## config.mk

```make
export PLATFORM = sky130hd
export DESIGN_NAME = vector_norm_l1_l2_linf
export DESIGN_NICKNAME = d
export VERILOG_FILES = /design/src/rtl/vnorm_pkg.sv /design/src/rtl/vector_norm_l1_l2_linf.sv /design/src/rtl/vnorm_alu.sv /design/src/rtl/vnorm_apb.sv
export SDC_FILE = /design/constraint.sdc
export NUM_CORES = 2
export LEC_CHECK = 0
export CAP_MARGIN = 20
export CORE_MARGIN = 4
export CORE_UTILIZATION = 45
export DETAILED_ROUTE_END_ITERATION = 12
export DONT_BUFFER_PORTS = 1
export HOLD_SLACK_MARGIN = 0.05
export PLACE_DENSITY_LB_ADDON = 0.12
export SLEW_MARGIN = 10
export SYNTH_ARGS = -nofsm -noshare
export SYNTH_HDL_FRONTEND = slang
export SYNTH_SLANG_ARGS = --single-unit
```

## constraint.sdc

```tcl
create_clock -name i_clk -period 15 [get_ports i_clk]
set_input_delay 1.5 -clock i_clk [delete_from_list [all_inputs] [get_ports i_clk]]
set_output_delay 1.5 -clock i_clk [all_outputs]
set_load 0.05 [all_outputs]
```

## src/rtl/vnorm_pkg.sv

```systemverilog
// ----------------------------------------------------------------------------
// vnorm_pkg
// Shared types and constants for the vector norm block: norm kinds,
// sequencer states, and the request word for the shared add/subtract unit.
// ----------------------------------------------------------------------------
package vnorm_pkg;

    localparam int ELEM_W  = 32;
    localparam int SUM_W   = 64;
    localparam int NORM_W  = 48;
    localparam int ROOT_W  = SUM_W / 2;
    localparam int CNT_W   = $clog2(ROOT_W);
    localparam int REM_W   = ROOT_W + 2;
    localparam int APB_AW  = 3;
    localparam int APB_DW  = 32;

    localparam logic [NORM_W-1:0] NORM_MAX = '1;
    localparam logic [SUM_W-1:0]  SUM_MAX  = '1;

    typedef enum logic [1:0] {
        KIND_L1   = 2'd0,
        KIND_L2   = 2'd1,
        KIND_LINF = 2'd2,
        KIND_ZERO = 2'd3
    } t_norm_kind;

    typedef enum logic [2:0] {
        ST_IDLE,
        ST_TERM,
        ST_ACC,
        ST_ROOT,
        ST_DONE
    } t_state;

    typedef enum logic {
        ALU_ADD,
        ALU_SUB
    } t_alu_op;

    typedef struct packed {
        t_alu_op          op;
        logic [SUM_W-1:0] a;
        logic [SUM_W-1:0] b;
    } t_alu_req;

endpackage

```

## src/rtl/vector_norm_l1_l2_linf.sv

```systemverilog
// ----------------------------------------------------------------------------
// vector_norm_l1_l2_linf
// Streaming L1 / L2 / L-infinity norm of a signed Q16.16 vector, one
// unsigned Q32.16 result word per vector.
// ----------------------------------------------------------------------------
// Usage:
//   Input channel (i_in_valid / o_in_stall) takes one element word per
//   vector element; i_is_last closes the vector. Output channel
//   (o_out_valid / i_out_stall) delivers one norm word per vector.
//   Norm kind is set through the APB port (address 0) while idle.
// Sequence:
//   Each element is captured, turned into a term (its square for L2, else
//   its magnitude) and accumulated; only accumulation uses the shared unit,
//   and o_in_stall is high until the sequencer is idle again. After a last
//   element the square root runs for L2 (one root bit per cycle on the shared
//   unit), then the done state loads the output register once it is free.
// Reset: accumulator, saturation flag and output valid clear; kind is L2.
// Stall: the result word is held in the output register; the next element
//   is still taken, and a further result waits in the sequencer until the
//   output register frees.
// ----------------------------------------------------------------------------
module vector_norm_l1_l2_linf (
    input  logic                           i_clk,
    input  logic                           i_rst_n,
    input  logic                           psel,
    input  logic                           penable,
    input  logic                           pwrite,
    input  logic [vnorm_pkg::APB_AW-1:0]   paddr,
    input  logic [vnorm_pkg::APB_DW-1:0]   pwdata,
    output logic [vnorm_pkg::APB_DW-1:0]   prdata,
    output logic                           pready,
    input  logic                           i_in_valid,
    output logic                           o_in_stall,
    input  logic signed [vnorm_pkg::ELEM_W-1:0] i_element_value,
    input  logic                           i_is_last,
    output logic                           o_out_valid,
    input  logic                           i_out_stall,
    output logic [vnorm_pkg::NORM_W-1:0]   o_norm_value,
    output logic                           o_overflow
);
    import vnorm_pkg::*;

    t_norm_kind w_kind;
    t_alu_req   w_alu_req;
    logic [SUM_W:0] w_alu_res;

    t_state               r_state,     n_state;
    logic [SUM_W-1:0]     r_sum,       n_sum;
    logic                 r_sat,       n_sat;
    logic                 r_out_valid, n_out_valid;
    logic [ELEM_W-1:0]    r_mag,       n_mag;
    logic                 r_last,      n_last;
    logic [SUM_W-1:0]     r_term,      n_term;
    logic [REM_W-1:0]     r_rem,       n_rem;
    logic [ROOT_W-1:0]    r_root,      n_root;
    logic [CNT_W-1:0]     r_cnt,       n_cnt;
    logic [NORM_W-1:0]    r_norm,      n_norm;
    logic                 r_ovf,       n_ovf;

    logic [SUM_W-1:0]     w_sq;
    logic [REM_W-1:0]     w_rem_sh;
    logic [REM_W-1:0]     w_trial;
    logic                 w_out_free;

    vnorm_apb u_apb (
        .i_clk       (i_clk),
        .i_rst_n     (i_rst_n),
        .psel        (psel),
        .penable     (penable),
        .pwrite      (pwrite),
        .paddr       (paddr),
        .pwdata      (pwdata),
        .prdata      (prdata),
        .pready      (pready),
        .o_norm_kind (w_kind)
    );

    vnorm_alu u_alu (
        .i_req    (w_alu_req),
        .o_result (w_alu_res)
    );

    assign w_sq       = SUM_W'(r_mag) * SUM_W'(r_mag);
    assign w_rem_sh   = {r_rem[ROOT_W-1:0], r_sum[{r_cnt, 1'b1}], r_sum[{r_cnt, 1'b0}]};
    assign w_trial    = {r_root, 2'b01};
    assign w_out_free = !r_out_valid || !i_out_stall;

    always_ff @(posedge i_clk) begin
        if (!i_rst_n) begin
            r_state     <= ST_IDLE;
            r_sum       <= '0;
            r_sat       <= 1'b0;
            r_out_valid <= 1'b0;
        end else begin
            r_state     <= n_state;
            r_sum       <= n_sum;
            r_sat       <= n_sat;
            r_out_valid <= n_out_valid;
        end
    end

    always_ff @(posedge i_clk) begin
        r_mag  <= n_mag;
        r_last <= n_last;
        r_term <= n_term;
        r_rem  <= n_rem;
        r_root <= n_root;
        r_cnt  <= n_cnt;
        r_norm <= n_norm;
        r_ovf  <= n_ovf;
    end

    always_comb begin
        n_state     = r_state;
        n_sum       = r_sum;
        n_sat       = r_sat;
        n_out_valid = r_out_valid;
        n_mag       = r_mag;
        n_last      = r_last;
        n_term      = r_term;
        n_rem       = r_rem;
        n_root      = r_root;
        n_cnt       = r_cnt;
        n_norm      = r_norm;
        n_ovf       = r_ovf;

        w_alu_req.op = ALU_ADD;
        w_alu_req.a  = r_sum;
        w_alu_req.b  = r_term;

        if (r_out_valid && !i_out_stall) begin
            n_out_valid = 1'b0;
        end

        unique case (r_state)
            ST_IDLE: begin
                if (i_in_valid) begin
                    n_mag   = i_element_value[ELEM_W-1] ? (ELEM_W'(0) - i_element_value)
                                                        : i_element_value;
                    n_last  = i_is_last;
                    n_state = ST_TERM;
                end
            end
            ST_TERM: begin
                n_term  = (w_kind == KIND_L2) ? w_sq : SUM_W'(r_mag);
                n_state = ST_ACC;
            end
            ST_ACC: begin
                unique case (w_kind)
                    KIND_L1: begin
                        if ((r_sum[SUM_W-1:NORM_W] != '0) || (w_alu_res[SUM_W:NORM_W] != '0)) begin
                            n_sum = SUM_W'(NORM_MAX);
                            n_sat = 1'b1;
                        end else begin
                            n_sum = w_alu_res[SUM_W-1:0];
                        end
                    end
                    KIND_L2: begin
                        if (w_alu_res[SUM_W]) begin
                            n_sum = SUM_MAX;
                            n_sat = 1'b1;
                        end else begin
                            n_sum = w_alu_res[SUM_W-1:0];
                        end
                    end
                    KIND_LINF: begin
                        w_alu_req.op = ALU_SUB;
                        if (w_alu_res[SUM_W]) begin
                            n_sum = r_term;
                        end
                    end
                    default: begin
                    end
                endcase
                n_rem  = '0;
                n_root = '0;
                n_cnt  = CNT_W'(ROOT_W - 1);
                if (!r_last) begin
                    n_state = ST_IDLE;
                end else if (w_kind == KIND_L2) begin
                    n_state = ST_ROOT;
                end else begin
                    n_state = ST_DONE;
                end
            end
            ST_ROOT: begin
                w_alu_req.op = ALU_SUB;
                w_alu_req.a  = SUM_W'(w_rem_sh);
                w_alu_req.b  = SUM_W'(w_trial);
                if (!w_alu_res[SUM_W]) begin
                    n_rem  = w_alu_res[REM_W-1:0];
                    n_root = {r_root[ROOT_W-2:0], 1'b1};
                end else begin
                    n_rem  = w_rem_sh;
                    n_root = {r_root[ROOT_W-2:0], 1'b0};
                end
                n_cnt = r_cnt - 1'b1;
                if (r_cnt == '0) begin
                    n_state = ST_DONE;
                end
            end
            ST_DONE: begin
                if (w_out_free) begin
                    unique case (w_kind) inside
                        KIND_L1, KIND_LINF: begin
                            if (r_sum[SUM_W-1:NORM_W] != '0) begin
                                n_norm = NORM_MAX;
                                n_ovf  = 1'b1;
                            end else begin
                                n_norm = r_sum[NORM_W-1:0];
                                n_ovf  = r_sat;
                            end
                        end
                        KIND_L2: begin
                            n_norm = NORM_W'(r_root);
                            n_ovf  = r_sat;
                        end
                        default: begin
                            n_norm = '0;
                            n_ovf  = 1'b0;
                        end
                    endcase
                    n_out_valid = 1'b1;
                    n_sum       = '0;
                    n_sat       = 1'b0;
                    n_state     = ST_IDLE;
                end
            end
            default: begin
                n_state = ST_IDLE;
            end
        endcase
    end

    assign o_in_stall   = (r_state != ST_IDLE);
    assign o_out_valid  = r_out_valid;
    assign o_norm_value = r_norm;
    assign o_overflow   = r_ovf;

endmodule

```

## src/rtl/vnorm_alu.sv

```systemverilog
// ----------------------------------------------------------------------------
// vnorm_alu
// Shared 64-bit add/subtract unit with carry/borrow out. Used for the
// running sum, the maximum compare and every square root step.
// ----------------------------------------------------------------------------
module vnorm_alu (
    input  vnorm_pkg::t_alu_req            i_req,
    output logic [vnorm_pkg::SUM_W:0]      o_result
);
    import vnorm_pkg::*;

    always_comb begin
        if (i_req.op == ALU_SUB) begin
            o_result = {1'b0, i_req.a} - {1'b0, i_req.b};
        end else begin
            o_result = {1'b0, i_req.a} + {1'b0, i_req.b};
        end
    end

endmodule

```

## src/rtl/vnorm_apb.sv

```systemverilog
// ----------------------------------------------------------------------------
// vnorm_apb
// Configuration register file: holds the norm kind behind an APB-style
// port. Only the register at byte address 0 exists; address bit 2 alone is decoded,
// so addresses 1 to 3 alias it, and writes with bit 2 set are dropped.
module vnorm_apb (
    input  logic                           i_clk,
    input  logic                           i_rst_n,
    input  logic                           psel,
    input  logic                           penable,
    input  logic                           pwrite,
    input  logic [vnorm_pkg::APB_AW-1:0]   paddr,
    input  logic [vnorm_pkg::APB_DW-1:0]   pwdata,
    output logic [vnorm_pkg::APB_DW-1:0]   prdata,
    output logic                           pready,
    output vnorm_pkg::t_norm_kind          o_norm_kind
);
    import vnorm_pkg::*;

    t_norm_kind r_norm_kind;
    logic       w_sel_kind;

    assign w_sel_kind = (paddr[APB_AW-1] == 1'b0);
    assign pready     = 1'b1;

    always_ff @(posedge i_clk) begin
        if (!i_rst_n) begin
            r_norm_kind <= KIND_L2;
        end else if (psel && penable && pwrite && w_sel_kind) begin
            r_norm_kind <= t_norm_kind'(pwdata[1:0]);
        end
    end

    always_comb begin
        prdata = '0;
        if (w_sel_kind) begin
            prdata = {{(APB_DW-2){1'b0}}, r_norm_kind};
        end
    end

    assign o_norm_kind = r_norm_kind;

endmodule

```

-- Word level (Yosys, flattened, before mapping)
Cells that the tools add are included.
- register bits after elaboration: 286
- input port bits: 75
- output and inout bits: 84
- add/subtract/negate cells: 4
- $mul: 1
- $lt $le $gt $ge: 2
- equal/unequal tests: 14
- mux-type cells: 40
- bitwise operators: 1
- reduce and logical (&&, ||, !) cells: 22
- operators with widths (kind ; number):
    $mux 64 ; 4
    $pmux 64 s3 ; 1
    $mux 128 ; 1
    $pmux 32 s2 ; 2
    $pmux 64 s2 ; 1
    $pmux 48 s2 ; 1
    $add 64x64->65 ; 1
    $mux 65 ; 1
    $sub 64x64->65 ; 1
    $mul 32x32->64 ; 1
    $mux 32 ; 2
    $mux 48 ; 1
    $sub 1x32->32 const A ; 1
    $mux 31 ; 1
    $reduce_bool 17->1 ; 1
    $reduce_bool 16->1 ; 1
    $mux 3 ; 5
    $pmux 3 s5 ; 1
    $lt 6x7->1 const B ; 2
    $ne 3x3->1 const B ; 4
    $mux 1 ; 11
    $bmux 1 s5 ; 2
    $pmux 5 s2 ; 1
    $pmux 1 s2 ; 4
    other kinds (23) ; 33

-- Depth between registers and ports, before layout
- word-level depth: 10
- mapped depth: 35

-- Modules after synthesis
Synthesis repeated with hierarchy kept, for this count alone.
- cells, all modules: 5521
- area, all modules: 49591.3 sq um
- modules (own cells, without submodules) (module ; instances ; cells each ; area an instance (sq um)):
    vector_norm_l1_l2_linf ; 1 ; 4651 ; 43780.7
    vnorm_alu ; 1 ; 826 ; 5459.0
    vnorm_apb ; 1 ; 44 ; 351.6

-- Worst setup path before layout
OpenSTA, ideal clock, no wires.
- kind: register to register
- start point: reg r_mag[19]
- end point: reg r_term[61] (data pin)
- data arrival time: 7.636 ns
- required time: 14.737 ns
- setup slack: 7.101 ns
- stages on the path, launching flop included: 29
- path buffers: 3
- cell sequence: edfxtp_1 clkbuf_1 clkbuf_1 and2_1 fa_1 inv_1 fa_1 inv_1 fa_1 inv_1 fa_1 inv_1 fa_1 fa_1 fa_1 fa_1 ha_1 clkbuf_1 a21o_1 o21bai_1 a31oi_1 nor3_1 a2111oi_0 nand2_1 a211oi_1 o21a_1 nor3_1 a41oi_1 mux2i_1
- word-level cells in the longest chain between the ends: 1
- RTL lines (item ; line ; text):
    start, declared ; vector_norm_l1_l2_linf.sv:51 ; logic [ELEM_W-1:0] r_mag, n_mag;
    start signal, assigned ; vector_norm_l1_l2_linf.sv:103 ; r_mag <= n_mag;
    $mul 32x32->64 ; vector_norm_l1_l2_linf.sv:83 ; assign w_sq = SUM_W'(r_mag) * SUM_W'(r_mag);
    end signal, assigned ; vector_norm_l1_l2_linf.sv:105 ; r_term <= n_term;
    end, declared ; vector_norm_l1_l2_linf.sv:53 ; logic [SUM_W-1:0] r_term, n_term;
No other way between the ends.
A chain may end at the register's enable or synchronous reset.

-- Worst setup path after layout
- start point: reg r_mag[16]
- end point: reg r_term[61] (data pin)
The elaborated chain is that of the path after synthesis.

==> impl_metrics.env <==
export IMPL_grt_pass1_vias=40100
export IMPL_hold_buffers=0
export IMPL_syn_cell_area_um2=50200
export IMPL_ys_warn_count=0
export IMPL_ys_seq_area_share_pct=15.7
export IMPL_yosysMostFrequentCell="inv_1"
export IMPL_cts_root_buf="clkbuf_16"
export IMPL_grt_ovfl_total=0
export IMPL_grt_pass1_wl_um=239000
export IMPL_place_gp_congestion=0.955
export IMPL_io_buffers=0
export IMPL_required_ps=15440
export IMPL_start_kind="register"
export IMPL_ctsResizeCount=0
export IMPL_num_vias=39000
export IMPL_avgSynthCellArea_um2=8.83
export IMPL_critPathCaptureType="register"
export IMPL_io_pins=159
export IMPL_die_h_um=342
export IMPL_core_um2=111000
export IMPL_reg2reg_depth=27
export IMPL_n_antenna_cell=0
export IMPL_drive_gt1_share_pct=4.09
export IMPL_rrSetupSlack_ps=5290
export IMPL_synth_area_leaders="fa_1 (32%), edfxtp_1 (13%), ha_1 (9.3%)"
export IMPL_post_cts_setup_buffers=0
export IMPL_worst_slew_pin_slew_ps=1090
export IMPL_worstPathArrival_ps=10150
export IMPL_skew_ps=22.6
export IMPL_maxCapViolations=0
export IMPL_rsz0062_at_grt="no"
export IMPL_start_util_pct=45.4
export IMPL_critPathMaxStageDelay_ps=950
export IMPL_setup_violations=0
export IMPL_clock_sinks=286
export IMPL_h_tree_depth=2
export IMPL_dp_hpwl_um=117000
export IMPL_clkTransAtPathRegs_ps=60
export IMPL_wl_um=153000
export IMPL_fin_nets=6734
export IMPL_crit_top_cell="fa_1"
export IMPL_crit_type="register to register"
export IMPL_syn_instance_count=5687
export IMPL_async_flop_share_pct=0
export IMPL_grt_use_total_pct=26.4
export IMPL_die_w_um=342
export IMPL_synth_area_leader_cell="fa_1"
export IMPL_drt_iter0_drc=3033
export IMPL_dieArea_um2=117000
export IMPL_period_share_pct=64.7
export IMPL_ys_flop_type="edfxtp_1"
export IMPL_synth_cell_types=95
export IMPL_slew_violations=0
export IMPL_period_needed_ps=9710
export IMPL_drc=0
export IMPL_final_antenna_net_count=0
export IMPL_holdCritPathClass="register to register"
export IMPL_endpoint="r_term[61]"
export IMPL_finalSetupTns_ps=0
export IMPL_grt_max_degree=150
export IMPL_synth_top_cell_area_share_pct=31.6
export IMPL_status="finished clean"
export IMPL_fmax_mhz=103
export IMPL_rr_endpoint="r_term[61]"
export IMPL_cts_buffer_depth=3
export IMPL_wl_per_cell_um=21.9
export IMPL_reg2reg_from="r_mag[16]"
export IMPL_critPathLaunch="r_mag[16]"
export IMPL_path_max_fanout=25
export IMPL_antenna_found_initial=2
export IMPL_crit_slowest_cell="a2111oi_0"
export IMPL_synth_top_cells_by_count="inv_1 (997), fa_1 (793), nand2_1 (695)"
export IMPL_ys_ff_latch=286
export IMPL_cts_tree="built"
export IMPL_syn_to_final_growth_pct=4.91
export IMPL_synth_edff_count=215
export IMPL_slew_headroom_pct=25.7
export IMPL_std_cell_rows=122
export IMPL_worstSkewPairLatency_ps=600
export IMPL_final_hold_viol_count=0
export IMPL_dr_pass1_iters=6
export IMPL_cts_buffers=38
export IMPL_vias_per_cell=5.56
-- worst min path at each step --
stage                from     to  slack (ps)  cells past startpoint
CTS                 r_sat  r_sat         460                      2
floorplan           r_sat  r_sat         430                      2
global placement    r_sat  r_sat         450                      2
global route        r_sat  r_sat         520                      2
detailed placement  r_sat  r_sat         450                      2
finish              r_sat  r_sat         460                      2
-- per-stage QoR --
step / instances / worst slack (ps) / hold WS (ps) / util (%) / cell area [um^2]
after floorplan: 5716 / 7100 / 425 / - / 50300
after global placement: 6942 / 5320 / 447 / 46.4 / 51400
after detailed placement: 6942 / 5330 / 450 / 46.4 / 51400
after CTS: 7012 / 5300 / 464 / 47.6 / 52700
after global routing: 7012 / 4820 / 516 / 47.6 / 52700
final: 7012 / 5290 / 461 / 47.6 / 52700
-- flip-flops by register name, summed over array words and instances, names as in the netlist, 2 cells and up --
| name | cells |
|---|---|
| u_apb.o_norm_kind | 2 |
| r_cnt | 5 |
| r_rem | 32 |
| o_norm_value | 48 |
| r_sum | 64 |
| r_mag | 32 |
| r_root | 32 |
| r_state | 3 |
| r_term | 64 |
-- worst max-delay path: cells and delay by family (launching register included) --
family / cells / cell delay [ps]
and+or+nand+nor: 4 / 870
buffers and inverters: 6 / 1290
muxes: 1 / 220
adders and majority gates: 9 / 4260
DFF: 1 / 310
AOI/OAI and AO/OA: 7 / 2580
-- layer usage --
metal  global-route usage [%]  routed length [um]
met1                     38.2               69300
met2                     41.2               68000
met3                     4.51               11800
met4                     6.80                4380
met5                        0                  21
-- cell families after synthesis --
kind of cell             Yosys count  synth area share, %
adder cells (fa/ha/maj)         1165                 40.9
AND/OR/NAND/NOR                 1683                 15.9
AO/OA/AOI/OAI                    947                 11.8
multiplexers                      56                 1.66
buffers and inverters           1327                 10.2
flip-flops                       286                 15.7
XOR/XNOR                         221                 3.85
other                              2               0.0150
-- cell type report --
cell class              instances  area [um^2]
well taps                    1488         1860
flip-flops and latches        286         7880
multi-input cells            4103        37400
clock buffers                  46         1010
inverters                    1001         3760
repair buffers                 64          493
fillers                     10800        58000
clock inverters                24          300
-- cell usage in the layout (no fill, tap or decap), drive strengths merged, types with 20 or more instances in the layout --
master and count:
xor2 97, nor3 56, or3 22, clkbuf 46
mux4 20, o21ai 259, or2 21, a31oi 36
and2 310, nor2b 28, nand4 52, ha 372
fa 793, a211oi 25, edfxtp 215, nor2 317
xnor2 124, conb 31, o31ai 31, o21a 29
nand3 48, a21oi 290, o21bai 29, buf 64
dfxtp 71, nand2b 23, inv 1002, nor4 38
a21o 83, nand2 696
Power is not shown: default switching activity piles up to over one toggle a cycle in this logic, so the estimate is an artifact.
